==> config.mk <==
export PLATFORM = sky130hd
export DESIGN_NAME = alu_with_flags_8_16_bit_core
export DESIGN_NICKNAME = d
export VERILOG_FILES = /design/src/rtl/core/alu816_pkg.sv /design/src/rtl/core/alu816_exec.sv /design/src/rtl/core/alu_with_flags_8_16_bit_core.sv
export SDC_FILE = /design/constraint.sdc
export NUM_CORES = 1
export LEC_CHECK = 0
export BUFFER_PORTS_ARGS = -buffer_cell sky130_fd_sc_hd__clkbuf_2
export CAP_MARGIN = 0
export CORE_AREA = 3 3 109 111
export CTS_CLUSTER_SIZE = 25
export DETAILED_ROUTE_END_ITERATION = 10
export DIE_AREA = 0 0 112 114
export PLACE_DENSITY_LB_ADDON = 0.1
export RECOVER_POWER = 50
export SLEW_MARGIN = 20
export SYNTH_ARGS = -nofsm -noshare
export SYNTH_HDL_FRONTEND = slang
export SYNTH_SLANG_ARGS = --single-unit
==> constraint.sdc <==
create_clock -name clock -period 3.2 [get_ports clock]
set_clock_uncertainty 0.1 [all_clocks]
set_input_delay 0.64 -clock clock [delete_from_list [all_inputs] [get_ports clock]]
set_output_delay 0.64 -clock clock [all_outputs]
set_load 0.02 [all_outputs]
==> src/rtl/core/alu816_pkg.sv <==
`timescale 1ns / 1ps

package alu816_pkg;

   // Operation codes carried in the mode field.
   localparam logic [3:0] MODE_ADD    = 4'd0;
   localparam logic [3:0] MODE_ADC    = 4'd1;
   localparam logic [3:0] MODE_SUB    = 4'd2;
   localparam logic [3:0] MODE_SBC    = 4'd3;
   localparam logic [3:0] MODE_AND    = 4'd4;
   localparam logic [3:0] MODE_OR     = 4'd5;
   localparam logic [3:0] MODE_XOR    = 4'd6;
   localparam logic [3:0] MODE_CP     = 4'd7;
   localparam logic [3:0] MODE_INC    = 4'd8;
   localparam logic [3:0] MODE_DEC    = 4'd9;
   localparam logic [3:0] MODE_ADD16  = 4'd10;
   localparam logic [3:0] MODE_ADD16S = 4'd11;
   localparam logic [3:0] MODE_INC16  = 4'd12;
   localparam logic [3:0] MODE_DEC16  = 4'd13;

   // Bit positions inside the flag nibble.
   localparam int FLAG_Z = 3;
   localparam int FLAG_N = 2;
   localparam int FLAG_H = 1;
   localparam int FLAG_C = 0;

   typedef struct packed {
      logic [3:0]  mode;
      logic [15:0] operand_a;
      logic [15:0] operand_b;
      logic [3:0]  flags_in;
   } req_word_type;

   typedef struct packed {
      logic [15:0] result;
      logic [3:0]  flags_out;
   } rsp_word_type;

endpackage

==> src/rtl/core/alu816_exec.sv <==
`timescale 1ns / 1ps

module alu816_exec (
   input  alu816_pkg::req_word_type op,
   output alu816_pkg::rsp_word_type res
);

   logic [7:0]  a8;
   logic [7:0]  b8;
   logic        cin;
   logic [8:0]  sum9;
   logic [4:0]  sum5;
   logic [8:0]  dif9;
   logic [4:0]  dif5;
   logic [7:0]  logic8;
   logic [16:0] sum17;
   logic [12:0] sum13;
   logic [15:0] bext;
   logic [8:0]  usum9;
   logic [4:0]  usum5;
   logic [15:0] result;
   logic [3:0]  flags;

   assign a8 = op.operand_a[7:0];
   assign b8 = op.operand_b[7:0];

   always_comb begin
      // Carry only enters for adc and sbc.
      cin = ((op.mode == alu816_pkg::MODE_ADC) || (op.mode == alu816_pkg::MODE_SBC))
            ? op.flags_in[alu816_pkg::FLAG_C] : 1'b0;

      sum9  = {1'b0, a8} + {1'b0, b8} + {8'd0, cin};
      sum5  = {1'b0, a8[3:0]} + {1'b0, b8[3:0]} + {4'd0, cin};
      dif9  = {1'b0, a8} - {1'b0, b8} - {8'd0, cin};
      dif5  = {1'b0, a8[3:0]} - {1'b0, b8[3:0]} - {4'd0, cin};
      sum17 = {1'b0, op.operand_a} + {1'b0, op.operand_b};
      sum13 = {1'b0, op.operand_a[11:0]} + {1'b0, op.operand_b[11:0]};
      bext  = {{8{b8[7]}}, b8};
      usum9 = {1'b0, a8} + {1'b0, b8};
      usum5 = {1'b0, a8[3:0]} + {1'b0, b8[3:0]};

      case (op.mode)
         alu816_pkg::MODE_AND: logic8 = a8 & b8;
         alu816_pkg::MODE_OR:  logic8 = a8 | b8;
         default:              logic8 = a8 ^ b8;
      endcase

      result = op.operand_a;
      flags  = op.flags_in;

      case (op.mode)
         alu816_pkg::MODE_ADD, alu816_pkg::MODE_ADC: begin
            result = {8'd0, sum9[7:0]};
            flags[alu816_pkg::FLAG_Z] = (sum9[7:0] == 8'd0);
            flags[alu816_pkg::FLAG_N] = 1'b0;
            flags[alu816_pkg::FLAG_H] = sum5[4];
            flags[alu816_pkg::FLAG_C] = sum9[8];
         end
         alu816_pkg::MODE_SUB, alu816_pkg::MODE_SBC, alu816_pkg::MODE_CP: begin
            // Compare sets the flags but leaves the register alone.
            if (op.mode != alu816_pkg::MODE_CP) begin
               result = {8'd0, dif9[7:0]};
            end
            flags[alu816_pkg::FLAG_Z] = (dif9[7:0] == 8'd0);
            flags[alu816_pkg::FLAG_N] = 1'b1;
            flags[alu816_pkg::FLAG_H] = dif5[4];
            flags[alu816_pkg::FLAG_C] = dif9[8];
         end
         alu816_pkg::MODE_AND, alu816_pkg::MODE_OR, alu816_pkg::MODE_XOR: begin
            result = {8'd0, logic8};
            flags[alu816_pkg::FLAG_Z] = (logic8 == 8'd0);
            flags[alu816_pkg::FLAG_N] = 1'b0;
            flags[alu816_pkg::FLAG_H] = (op.mode == alu816_pkg::MODE_AND);
            flags[alu816_pkg::FLAG_C] = 1'b0;
         end
         alu816_pkg::MODE_INC: begin
            result = {8'd0, a8 + 8'd1};
            flags[alu816_pkg::FLAG_Z] = (a8 == 8'hFF);
            flags[alu816_pkg::FLAG_N] = 1'b0;
            flags[alu816_pkg::FLAG_H] = (a8[3:0] == 4'hF);
         end
         alu816_pkg::MODE_DEC: begin
            result = {8'd0, a8 - 8'd1};
            flags[alu816_pkg::FLAG_Z] = (a8 == 8'h01);
            flags[alu816_pkg::FLAG_N] = 1'b1;
            flags[alu816_pkg::FLAG_H] = (a8[3:0] == 4'h0);
         end
         alu816_pkg::MODE_ADD16: begin
            result = sum17[15:0];
            flags[alu816_pkg::FLAG_N] = 1'b0;
            flags[alu816_pkg::FLAG_H] = sum13[12];
            flags[alu816_pkg::FLAG_C] = sum17[16];
         end
         alu816_pkg::MODE_ADD16S: begin
            // Flags come from the unsigned add of the low bytes.
            result = op.operand_a + bext;
            flags[alu816_pkg::FLAG_Z] = 1'b0;
            flags[alu816_pkg::FLAG_N] = 1'b0;
            flags[alu816_pkg::FLAG_H] = usum5[4];
            flags[alu816_pkg::FLAG_C] = usum9[8];
         end
         alu816_pkg::MODE_INC16: begin
            result = op.operand_a + 16'd1;
         end
         alu816_pkg::MODE_DEC16: begin
            result = op.operand_a - 16'd1;
         end
         default: begin
            result = op.operand_a;
            flags  = op.flags_in;
         end
      endcase
   end

   assign res.result    = result;
   assign res.flags_out = flags;

endmodule

==> src/rtl/core/alu_with_flags_8_16_bit_core.sv <==
`timescale 1ns / 1ps
// An accepted request word passes through the input register, then the result
// register, before its response word is offered on rsp_word.
// Throughput: one word per cycle; req_stall rises only when both registers
// are full and rsp_stall is high.
// Reset clears both valid flags; payload registers are not reset.

module alu_with_flags_8_16_bit_core (
   input  logic                    clock,
   input  logic                    reset,
   input  logic                    req_valid,
   output logic                    req_stall,
   input  alu816_pkg::req_word_type req_word,
   output logic                    rsp_valid,
   input  logic                    rsp_stall,
   output alu816_pkg::rsp_word_type rsp_word
);

   logic                     in_valid_ff;
   logic                     in_valid_in;
   alu816_pkg::req_word_type in_word_ff;
   logic                     out_valid_ff;
   logic                     out_valid_in;
   alu816_pkg::rsp_word_type out_word_ff;
   alu816_pkg::rsp_word_type exec_word;
   logic                     out_free;
   logic                     in_move;
   logic                     req_take;

   alu816_exec u_exec (
      .op  (in_word_ff),
      .res (exec_word)
   );

   // The result register frees up when empty or when its word is taken.
   assign out_free  = !out_valid_ff || !rsp_stall;
   assign in_move   = in_valid_ff && out_free;
   assign req_stall = in_valid_ff && !out_free;
   assign req_take  = req_valid && !req_stall;

   assign in_valid_in  = req_take || (in_valid_ff && !out_free);
   assign out_valid_in = in_move || (out_valid_ff && rsp_stall);

   always_ff @(posedge clock) begin
      if (reset) begin
         in_valid_ff  <= 1'b0;
         out_valid_ff <= 1'b0;
      end else begin
         in_valid_ff  <= in_valid_in;
         out_valid_ff <= out_valid_in;
      end
   end

   always_ff @(posedge clock) begin
      if (req_take) begin
         in_word_ff <= req_word;
      end
      if (in_move) begin
         out_word_ff <= exec_word;
      end
   end

   assign rsp_valid = out_valid_ff;
   assign rsp_word  = out_word_ff;

endmodule

==> results_dict.tcl, run 1 <==
set metrics [dict create \
    status "finished, violations left" \
    violations "setup timing" \
    cp-endpoint "rsp_word[18]" \
    regArea_mm2 0.001842 \
    ios 66 \
    synth.distinct_cells 69 \
    fin_tns_setup_ns -0.07740 \
    peakVddDrop_mv 0.4723 \
    synth_warnings 0 \
    ys_ff_latch 62 \
    cts_num_sinks 62 \
    antenna_cells 0 \
    timing.max_slew.rel_slack 0.1754 \
    htreeDepth 3 \
    reg2reg_depth 13 \
    synthFlopType "edfxtp_1" \
    cp_data_arrival_time_ns 3.29 \
    ys_seq_area_frac 0.3350 \
    ant_nets 0 \
    placedInstanceArea_mm2 0.006576 \
    clock_latency_ns 0.37 \
    post-route-period-util 1.024 \
    fin_area_mm2 0.007108 \
    fin_ws_ns -0.07740 \
    clock.fmax_mhz 305.1 \
    place.gp.congestion 0.9605 \
    nets 849 \
    die_w_um 112 \
    area_growth_pct 29.29 \
    track_usage 0.2819 \
    path_common_cell "a21oi_2" \
    synthArstFlopShare 0 \
    clock_path_buffers 2 \
    reg2reg_slack_ns -0.08 \
    critical_path_class "reg -> reg" \
    initial_core_util 0.5049 \
    grt_start_max_net_pins 41 \
    hold_viol 0 \
    fillCellCount 931 \
    p_int_mw 1.908 \
    antenna_found_initial 0 \
    port_buffers 65 \
    cp-start-kind "flip-flop" \
    avgSynthCellArea_um2 9.350 \
    synth_edf_count 60 \
    setup.worst_path.start "in_word_ff[4]" \
    combPwrFrac 0.389 \
    via_count 5212 \
    cp.required_ns 3.22 \
    p_switching_mw 1.004 \
    drtIter0Drc 455 \
    clkPwrFrac 0.268 \
    root_buffer "clkbuf_8" \
    worstSetupEndpointType "flip-flop" \
    worstMarginPinSlew_ns 1.237 \
    fp-row-count 38 \
    maxCapViolCount 0 \
    totalWireLength_mm 17.68 \
    first_pass_iters 5 \
    grt_overflow 0 \
    cpPeakStageDelay_ns 0.48 \
    grt_setup_unrepaired "yes" \
    min_period_ns 3.277 \
    hpwlAfterDp_mm 13.89 \
    synth_fp_nets 697 \
    setup_viol 1 \
    netSwitchingFraction 0.3447 \
    power-per-cell-area_mw_per_mm2 409.7 \
    multiInputGateArea_mm2 0.003722 \
    worstPathCellList "inv_2 > ha_4 > xnor2_2 > a21oi_2 > ha_1 > nor2b_4 > o31a_1 > o211ai_1 > a31oi_2 > a21o_1 > a21oi_2 > xor2_1 > o21ai_1" \
    netlist_area_mm2 0.005498 \
    leakage_nw 3.013 \
    drc 0 \
    cts_tree "done" \
    drive_above_1_share 0.3248 \
    final_max_slew_viol_count 0 \
    die_area_mm2 0.01277 \
    fp.dieH_um 114 \
    timing.critical_path.slowest_stage_cell "edfxtp_1" \
    first_global_vias 5021 \
    viasPerCell 5.889 \
    cts_inserted_buffers 9 \
    min_path_type "in -> reg" \
    clk_pin_slew_ns 0.08 \
    pwr-share-seq 0.342 \
    r2r-start "in_word_ff[4]" \
    core_area_mm2 0.01089 \
    critPathMaxFanout 4 \
    avgRoutedWirePerCell_um 19.97 \
    netlist_instances 588 \
    worst_r2r_endpoint "rsp_word[18]" \
    grt_pass1_wl_mm 27.49 \
]
==> state kept, by name, indices dropped and copies added (netlist names) <==
register     cells
in_word_ff      40
in_valid_ff      1
rsp_word        20
rsp_valid        1
==> cell families after synthesis <==
| group | count (synthesis) | synth area share |
|---|---|---|
| compound gates | 187 | 0.2328 |
| xor+xnor | 47 | 0.07897 |
| fa+ha+maj | 65 | 0.1534 |
| buf+inv | 50 | 0.03687 |
| flops | 62 | 0.3350 |
| mux | 2 | 0.003641 |
| simple gates | 175 | 0.1593 |
==> Yosys cell counts (6+ instances only) <==
master / count / share of area
o21ai_1: 10 / 0.0091
xnor2_1: 28 / 0.045
o221ai_1: 6 / 0.0096
ha_1: 61 / 0.14
inv_1: 31 / 0.021
buf_2: 6 / 0.0055
clkbuf_1: 7 / 0.0048
a21o_1: 9 / 0.012
nor4_1: 7 / 0.0080
and3_1: 8 / 0.0091
a21oi_1: 57 / 0.052
nor2b_1: 10 / 0.011
nand3_1: 7 / 0.0064
nand2b_1: 10 / 0.011
xor2_1: 16 / 0.025
nand4_1: 8 / 0.0091
o21ai_0: 17 / 0.015
a211oi_1: 10 / 0.014
nand2_1: 40 / 0.027
nor3_1: 16 / 0.015
o21a_1: 12 / 0.016
nor2_1: 50 / 0.034
edfxtp_1: 60 / 0.33
==> how the worst min path moves through the flow <==
stage	end	cells past startpoint	slack [ns]	startpoint
global placement	rsp_valid	2	0.36	in_valid_ff
floorplan	rsp_valid	2	0.35	in_valid_ff
detailed placement	rsp_valid	2	0.40	in_valid_ff
CTS	in_word_ff[31]	1	0.31	req_word[31]
global route	in_word_ff[36]	1	0.32	req_word[36]
finish	in_word_ff[17]	1	0.34	req_word[17]
==> cell type report <==
cell class,instances,area share
repair buffers,158,0.1440
clock inverters,7,0.01373
inverters,33,0.01743
well taps,140,0.02464
flip-flops and latches,62,0.2591
clock buffers,9,0.01743
multi-input cells,476,0.5237
==> per-stage QoR <==
stage | utilization | instances | setup slack, ns | hold slack (ns) | total power, mW
after detailed placement | 0.6040 | 858 | -0.1468 | 0.4037 | 2.025
after CTS | 0.6334 | 878 | -0.02517 | 0.3114 | 2.848
after global routing | 0.6528 | 885 | -0.2077 | 0.3212 | 3.072
after floorplan | - | 588 | -0.07234 | 0.3451 | 1.657
final | 0.6528 | 885 | -0.07740 | 0.3371 | 2.912
after global placement | 0.6040 | 858 | -0.05344 | 0.3570 | 2.012
==> critical path, delay by kind of cell, from the launching register on <==
kind	cells	cell delay, ns
AO/OA/AOI/OAI	7	1.27
XOR/XNOR	2	0.39
adder cells (fa/ha/maj)	2	0.52
buffers and inverters	1	0.12
flip-flops	1	0.48
AND/OR/NAND/NOR	1	0.15
==> power by group through the flow <==
stage	logic, mW	clock network, mW	registers [mW]
6_report	1.13	0.781	0.997
5_1_grt	1.23	0.841	1.00
4_1_cts	1.05	0.806	0.994
3_5_place_dp	1.01	0	1.01
3_3_place_gp	1.00	0	1.01
2_1_floorplan	0.628	0	1.03
==> timing repair <==
| action | CTS | global route |
|---|---|---|
| cloned | 0 | 0 |
| pin swaps | 16 | 29 |
| gates resized for setup | 20 | 38 |
| hold buffers | 0 | 0 |
| setup buffers | 4 | 7 |
| endpoints found under the setup margin | 6 | 11 |
==> layer usage <==
| layer | track usage | part of all wire |
|---|---|---|
| met1 | 0.4048 | 0.45 |
| met2 | 0.4233 | 0.44 |
| met3 | 0.06366 | 0.086 |
| met4 | 0.09215 | 0.022 |
| met5 | 0 | 0 |
==> layout by cell type, fill, tap and decap left out, types with 9 or more instances in the layout <==
master    synthesis  final
buf_4             0     89
edfxtp_1         60     60
clkbuf_2          0     59
ha_1             61     55
a21oi_1          57     49
nor2_1           50     45
nand2_1          40     38
inv_1            31     27
xnor2_1          28     25
nor3_1           16     16
xor2_1           16     16
o21ai_0          17     13
o21a_1           12     12
a21oi_2           5     12
o21ai_1          10     12
nand2b_1         10     10
a21o_1            9      9
a211oi_1         10      9
clkbuf_8          0      9
(Power assumes the default switching activity.)
==> run 2, diff against run 1 <==
- ABC_AREA: default -> 1
- CORE_AREA: 3 3 109 111 -> 3 3 113 115
- DIE_AREA: 0 0 112 114 -> 0 0 116 118
==> run 2 against run 1 <==
The run now ends clean. Critical endpoint unchanged. Register-to-register slack gained 0.25 ns. Routed wire length grew 17%. Power grew 2.5%. Maximum frequency grew 8.2%. Clock power grew 26%. Via count grew 19%. Largest power group unchanged. Combinational power shrank 11%. Die area grew 7.2%. Final area shrank 1.2%.
==> results_dict.tcl, run 2 <==
set metrics [dict create \
    synth_top_area_frac 0.3053 \
    drc 0 \
    cp_data_arrival_time_ns 3.01 \
    grt_pass1_wl_mm 31.26 \
    clock.fmax_mhz 330.2 \
    netlist_area_mm2 0.005902 \
    place.gp.congestion 0.9935 \
    synth.most_common_cell "nand2_1" \
    totalWireLength_mm 20.63 \
    hpwlAfterDp_mm 16.69 \
    worstSetupEndpointType "flip-flop" \
    fp.dieH_um 118 \
    area_growth_pct 19.00 \
    avgRoutedWirePerCell_um 19.19 \
    min_from "reset" \
    via_count 6225 \
    multiInputGateArea_mm2 0.003732 \
    final_max_slew_viol_count 0 \
    ant_nets 0 \
    min_path_type "in -> reg" \
    min_period_ns 3.028 \
    timing.max_slew.rel_slack 0.1520 \
    synth_mux_area_frac 0 \
    fillCellCount 1138 \
    largest_register_ffs 40 \
    cp.required_ns 3.18 \
    drtIter0Drc 632 \
    cts_hold_buf 0 \
    synth_fp_nets 924 \
    power-per-cell-area_mw_per_mm2 425.1 \
    ys_seq_area_frac 0.3121 \
    grt_overflow 0 \
    first_global_vias 5835 \
    port_buffers 65 \
    grt_start_max_net_pins 41 \
    r2r-start "in_word_ff[38]" \
    yosys.area.top_type "edfxtp_1" \
    clock_path_buffers 2 \
    synth_top_family_by_area "simple AND/OR/NAND/NOR gates" \
    cts_num_sinks 62 \
    final_common_cell "nand2_1" \
    ys_top_cells_by_area "edfxtp_1, nand2_1, ha_1" \
    root_buffer "clkbuf_16" \
    final_cell_mix "nand2_1, nand3_1, inv_1" \
    post-route-period-util 0.9464 \
    whs_ns 0.3644 \
    synth_edf_count 60 \
    nets 1032 \
    die_area_mm2 0.01369 \
    synth.distinct_cells 42 \
    largest-register "in_word_ff" \
    synth_xor_area_frac 0.01929 \
    htreeDepth 3 \
    avgSynthCellArea_um2 7.242 \
    worstMarginPinSlew_ns 1.272 \
    drive_above_1_share 0.1692 \
    cts_tree "done" \
    ios 66 \
    finalPower_mw 2.985 \
    ys_ff_latch 62 \
    grt_setup_unrepaired "yes" \
    antenna_found_initial 0 \
    regArea_mm2 0.001842 \
    cts_inserted_buffers 9 \
    netlist_instances 815 \
    fp-row-count 40 \
    viasPerCell 5.791 \
    synthArstFlopShare 0 \
    initial_core_util 0.4955 \
    setup_viol 0 \
    die_w_um 116 \
    leakage_nw 3.345 \
    synthFlopType "edfxtp_1" \
    clock_latency_ns 0.34 \
    core_area_mm2 0.01191 \
    first_pass_iters 5 \
    track_usage 0.3026 \
    peakVddDrop_mv 0.3373 \
    maxCapViolCount 0 \
    critical_path_class "reg -> reg" \
    synth_compound_area_frac 0.1249 \
    synth_fa_ha_area_frac 0.1429 \
    status "complete, no violations" \
    critPathMaxFanout 6 \
    synthSimpleGateAreaFrac 0.3309 \
    cp-start-kind "flip-flop" \
    antenna_cells 0 \
    synth_warnings 0 \
    synth_top_cells_by_count "nand2_1, nand3_1, inv_1" \
    setup.worst_path.start "in_word_ff[38]" \
    hold_viol 0 \
    clk_pin_slew_ns 0.06 \
]
## run 2: final timing paths
check                      end  cells after the start  slack, ns
setup reg to reg  rsp_word[18]                     15       0.17
setup / recovery  rsp_word[18]                     15       0.17
hold / removal       rsp_valid                      2       0.36
hold reg to reg      rsp_valid                      2       0.38
## run 2: worst max-delay path, cell delays in order (launching register included)
cell and delay, ns:
edfxtp_1 0.48, nand2_2 0.17, nor2_4 0.07, inv_2 0.10
nand2_1 0.06, ha_1 0.23, fa_1 0.41, nand3b_1 0.18
nand2_1 0.20, nand2_1 0.14, a21oi_2 0.20, nand3_1 0.14
nand2_1 0.10, nand2_1 0.05, nand3_1 0.06, nand3_1 0.07
## run 2: area by class of cell
cell class / count / share of cell area
Timing Repair Buffer: 104 / 0.08569
Tap cell: 147 / 0.02619
Sequential cell: 62 / 0.2622
Clock inverter: 6 / 0.009977
Clock buffer: 10 / 0.03260
Multi-Input combinational cell: 649 / 0.5314
Inverter: 97 / 0.05184
## run 2: layer usage
| metal | track usage | vias up | part of all wire |
|---|---|---|---|
| li1 | - | 3005 | - |
| met1 | 0.4660 | 2872 | 0.45 |
| met2 | 0.4291 | 320 | 0.43 |
| met3 | 0.05810 | 28 | 0.10 |
| met4 | 0.08267 | 0 | 0.016 |
| met5 | 0 | - | 0 |
## run 2: kinds of logic (layout without fill, tap and decap cells)
kind of cell | count (synthesis) | after routing
AND/OR/NAND/NOR | 440 | 440
adder cells (fa/ha/maj) | 65 | 65
flip-flops | 62 | 62
AO/OA/AOI/OAI | 131 | 131
buffers and inverters | 104 | 217
XOR/XNOR | 13 | 13
## run 2: repair_timing
item / 4_1_cts / 5_1_grt
endpoints found under the setup margin: 6 / 13
pin swaps: 0 / 4
resized for setup: 1 / 23
buffers inserted: 0 / 6
## run 2: per-stage QoR
stage,cells,utilization,setup WS [ns],instance area [um^2],TNS (ns)
after floorplan,815,-,0.3405,5902,0
after global placement,1053,0.5553,-0.01417,6614,-0.02795
after detailed placement,1053,0.5553,-0.07344,6614,-0.2164
after CTS,1069,0.5808,0.02464,6918,0
after global routing,1075,0.5896,0.0002980,7023,0
final,1075,0.5896,0.1716,7023,0
## run 2: where the power goes
group | leakage [nW] | switching [mW] | total, mW | internal (mW)
clock | 0.147 | 0.375 | 0.982 | 0.608
sequential | 0.599 | 0.0361 | 0.995 | 0.959
combinational | 2.60 | 0.664 | 1.01 | 0.344
==> run 3, diff against run 2 <==
- CORE_AREA: 3 3 113 115 -> 2 2 112 114
- DIE_AREA: 0 0 116 118 -> 0 0 114 116
- PLACE_DENSITY: default -> 0.83
- PLACE_DENSITY_LB_ADDON: 0.1 -> default
==> run 3 against run 2 <==
Setup slack improved by 0.0062 ns. Via count shrank 1.0%. Largest cell class unchanged. Sequential cell count unchanged. Critical path type unchanged.
==> results_dict.tcl, run 3 (same netlist as run 2, synthesis figures left out) <==
set metrics [dict create \
    status "complete, no violations" \
    cp-endpoint "rsp_word[19]" \
    die_w_um 114 \
    initial_core_util 0.4955 \
    antenna_found_initial 0 \
    grt_pass1_wl_mm 30.57 \
    drtIter0Drc 792 \
    cts_num_sinks 62 \
    viasPerCell 5.754 \
    whs_ns 0.3606 \
    grt_use_met1 0.4375 \
    port_buffers 65 \
    largest_register_ffs 40 \
    power-per-cell-area_mw_per_mm2 421.1 \
    cts_tree "done" \
    critical_path_class "reg -> reg" \
    final_max_slew_viol_count 0 \
    track_usage 0.3049 \
    antenna_cells 0 \
    avgRoutedWirePerCell_um 17.93 \
    grtUsageMet2 0.4583 \
    hold_viol 0 \
    reg2reg_depth 16 \
    first_global_vias 5673 \
    die_area_mm2 0.01322 \
    post-route-period-util 0.9444 \
    grt_overflow 0 \
    timing.max_slew.rel_slack 0.2591 \
    timing.critical_path.slowest_stage_cell "edfxtp_1" \
    ant_nets 0 \
    worstMarginPinSlew_ns 1.111 \
    clock_path_buffers 2 \
    finalPower_mw 2.929 \
    first_pass_iters 6 \
    cp-start-kind "flip-flop" \
    cts_inserted_buffers 9 \
    worst_r2r_endpoint "rsp_word[19]" \
    cp.required_ns 3.20 \
    fp.dieH_um 116 \
    drc 0 \
    cp_data_arrival_time_ns 3.02 \
    maxCapViolCount 0 \
    root_buffer "clkbuf_16" \
    core_area_mm2 0.01191 \
    min_period_ns 3.022 \
    setup_viol 0 \
    reg2reg_slack_ns 0.18 \
    fp-row-count 40 \
    area_growth_pct 17.87 \
    htreeDepth 3 \
    clk_pin_slew_ns 0.06 \
    path_common_cell "nand2_1" \
    peakVddDrop_mv 0.3606 \
    final_common_cell "nand2_1" \
    final_cell_mix "nand2_1, nand3_1, inv_1" \
    place.gp.congestion 1.023 \
    clock_latency_ns 0.35 \
    largest-register "in_word_ff" \
    worstPathCellList "inv_2 > ha_1 > inv_1 > nor2_1 > nand4_1 > o21ai_1 > nand2_1 > nand2_1 > ha_1 > nand2_1 > nor3_1 > nand3_1 > nand2_1 > nand2_1 > nand3_1 > nand3_1" \
    met3_usage 0.07950 \
    critPathMaxFanout 5 \
    busiest_layer "met2" \
    hpwlAfterDp_mm 15.53 \
    leakage_nw 3.315 \
    cpPeakStageDelay_ns 0.44 \
    cts_hold_buf 0 \
    setup.worst_path.start "in_word_ff[5]" \
    clock.fmax_mhz 330.9 \
    min_path_type "in -> reg" \
    via_count 6163 \
    r2r-start "in_word_ff[5]" \
    nets 1028 \
    drive_above_1_share 0.1667 \
    totalWireLength_mm 19.20 \
    worstSetupEndpointType "flip-flop" \
    grt_start_max_net_pins 41 \
    fillCellCount 1138 \
    ios 66 \
]
[run 3: final cells by class]
class / instances / area, um^2 / area share
clock buffer: 9 / 225.2 / 0.03237
clock inverter: 7 / 56.30 / 0.008094
multi-input combinational: 649 / 3711 / 0.5335
inverter: 97 / 364.1 / 0.05234
timing repair buffer: 100 / 574.3 / 0.08255
tap: 147 / 183.9 / 0.02644
sequential: 62 / 1842 / 0.2647
[run 3: how the worst min path moves through the flow]
stage | from | slack, ns | depth (start not counted) | end
after floorplan | in_valid_ff | 0.35 | 2 | rsp_valid
after global placement | in_valid_ff | 0.39 | 2 | rsp_valid
after detailed placement | in_valid_ff | 0.39 | 2 | rsp_valid
after CTS | reset | 0.35 | 2 | rsp_valid
after global routing | req_word[17] | 0.35 | 1 | in_word_ff[17]
final | req_word[22] | 0.36 | 1 | in_word_ff[22]
[run 3: metal layers]
| metal | share of wire | wire [um] |
|---|---|---|
| met5 | 0 | 0 |
| met2 | 0.43 | 8289 |
| met1 | 0.44 | 8475 |
| met3 | 0.11 | 2034 |
| met4 | 0.021 | 401 |
[run 3: worst max-delay path: cells and delay by family (launching register included)]
kind / cells / cell delay, ns
AND/OR/NAND/NOR: 11 / 1.52
flip-flops: 1 / 0.44
adder cells (fa/ha/maj): 2 / 0.37
AO/OA/AOI/OAI: 1 / 0.18
buffers and inverters: 2 / 0.16
[run 3: power by group]
part,switching (mW),total [mW],internal [mW]
Combinational,0.657,0.997,0.341
Sequential,0.0333,0.992,0.959
Clock,0.406,0.940,0.534
Total,1.10,2.93,1.83
[run 3: timing repair]
item | 4_1_cts | 5_1_grt
buffers inserted | 0 | 2
setup endpoints to repair | 0 | 9
gates resized for setup | 0 | 21
[run 3: metrics by stage]
step	std cells	TNS, ns	worst slack, ns	utilization	cell area (um^2)
6_report	1071	0	0.1778	0.5840	6957
2_1_floorplan	815	0	0.3405	-	5902
3_5_place_dp	1053	0	0.04943	0.5553	6614
3_3_place_gp	1053	0	0.1112	0.5553	6614
5_1_grt	1071	-0.04494	-0.02234	0.5840	6957
4_1_cts	1069	0	0.02667	0.5789	6895
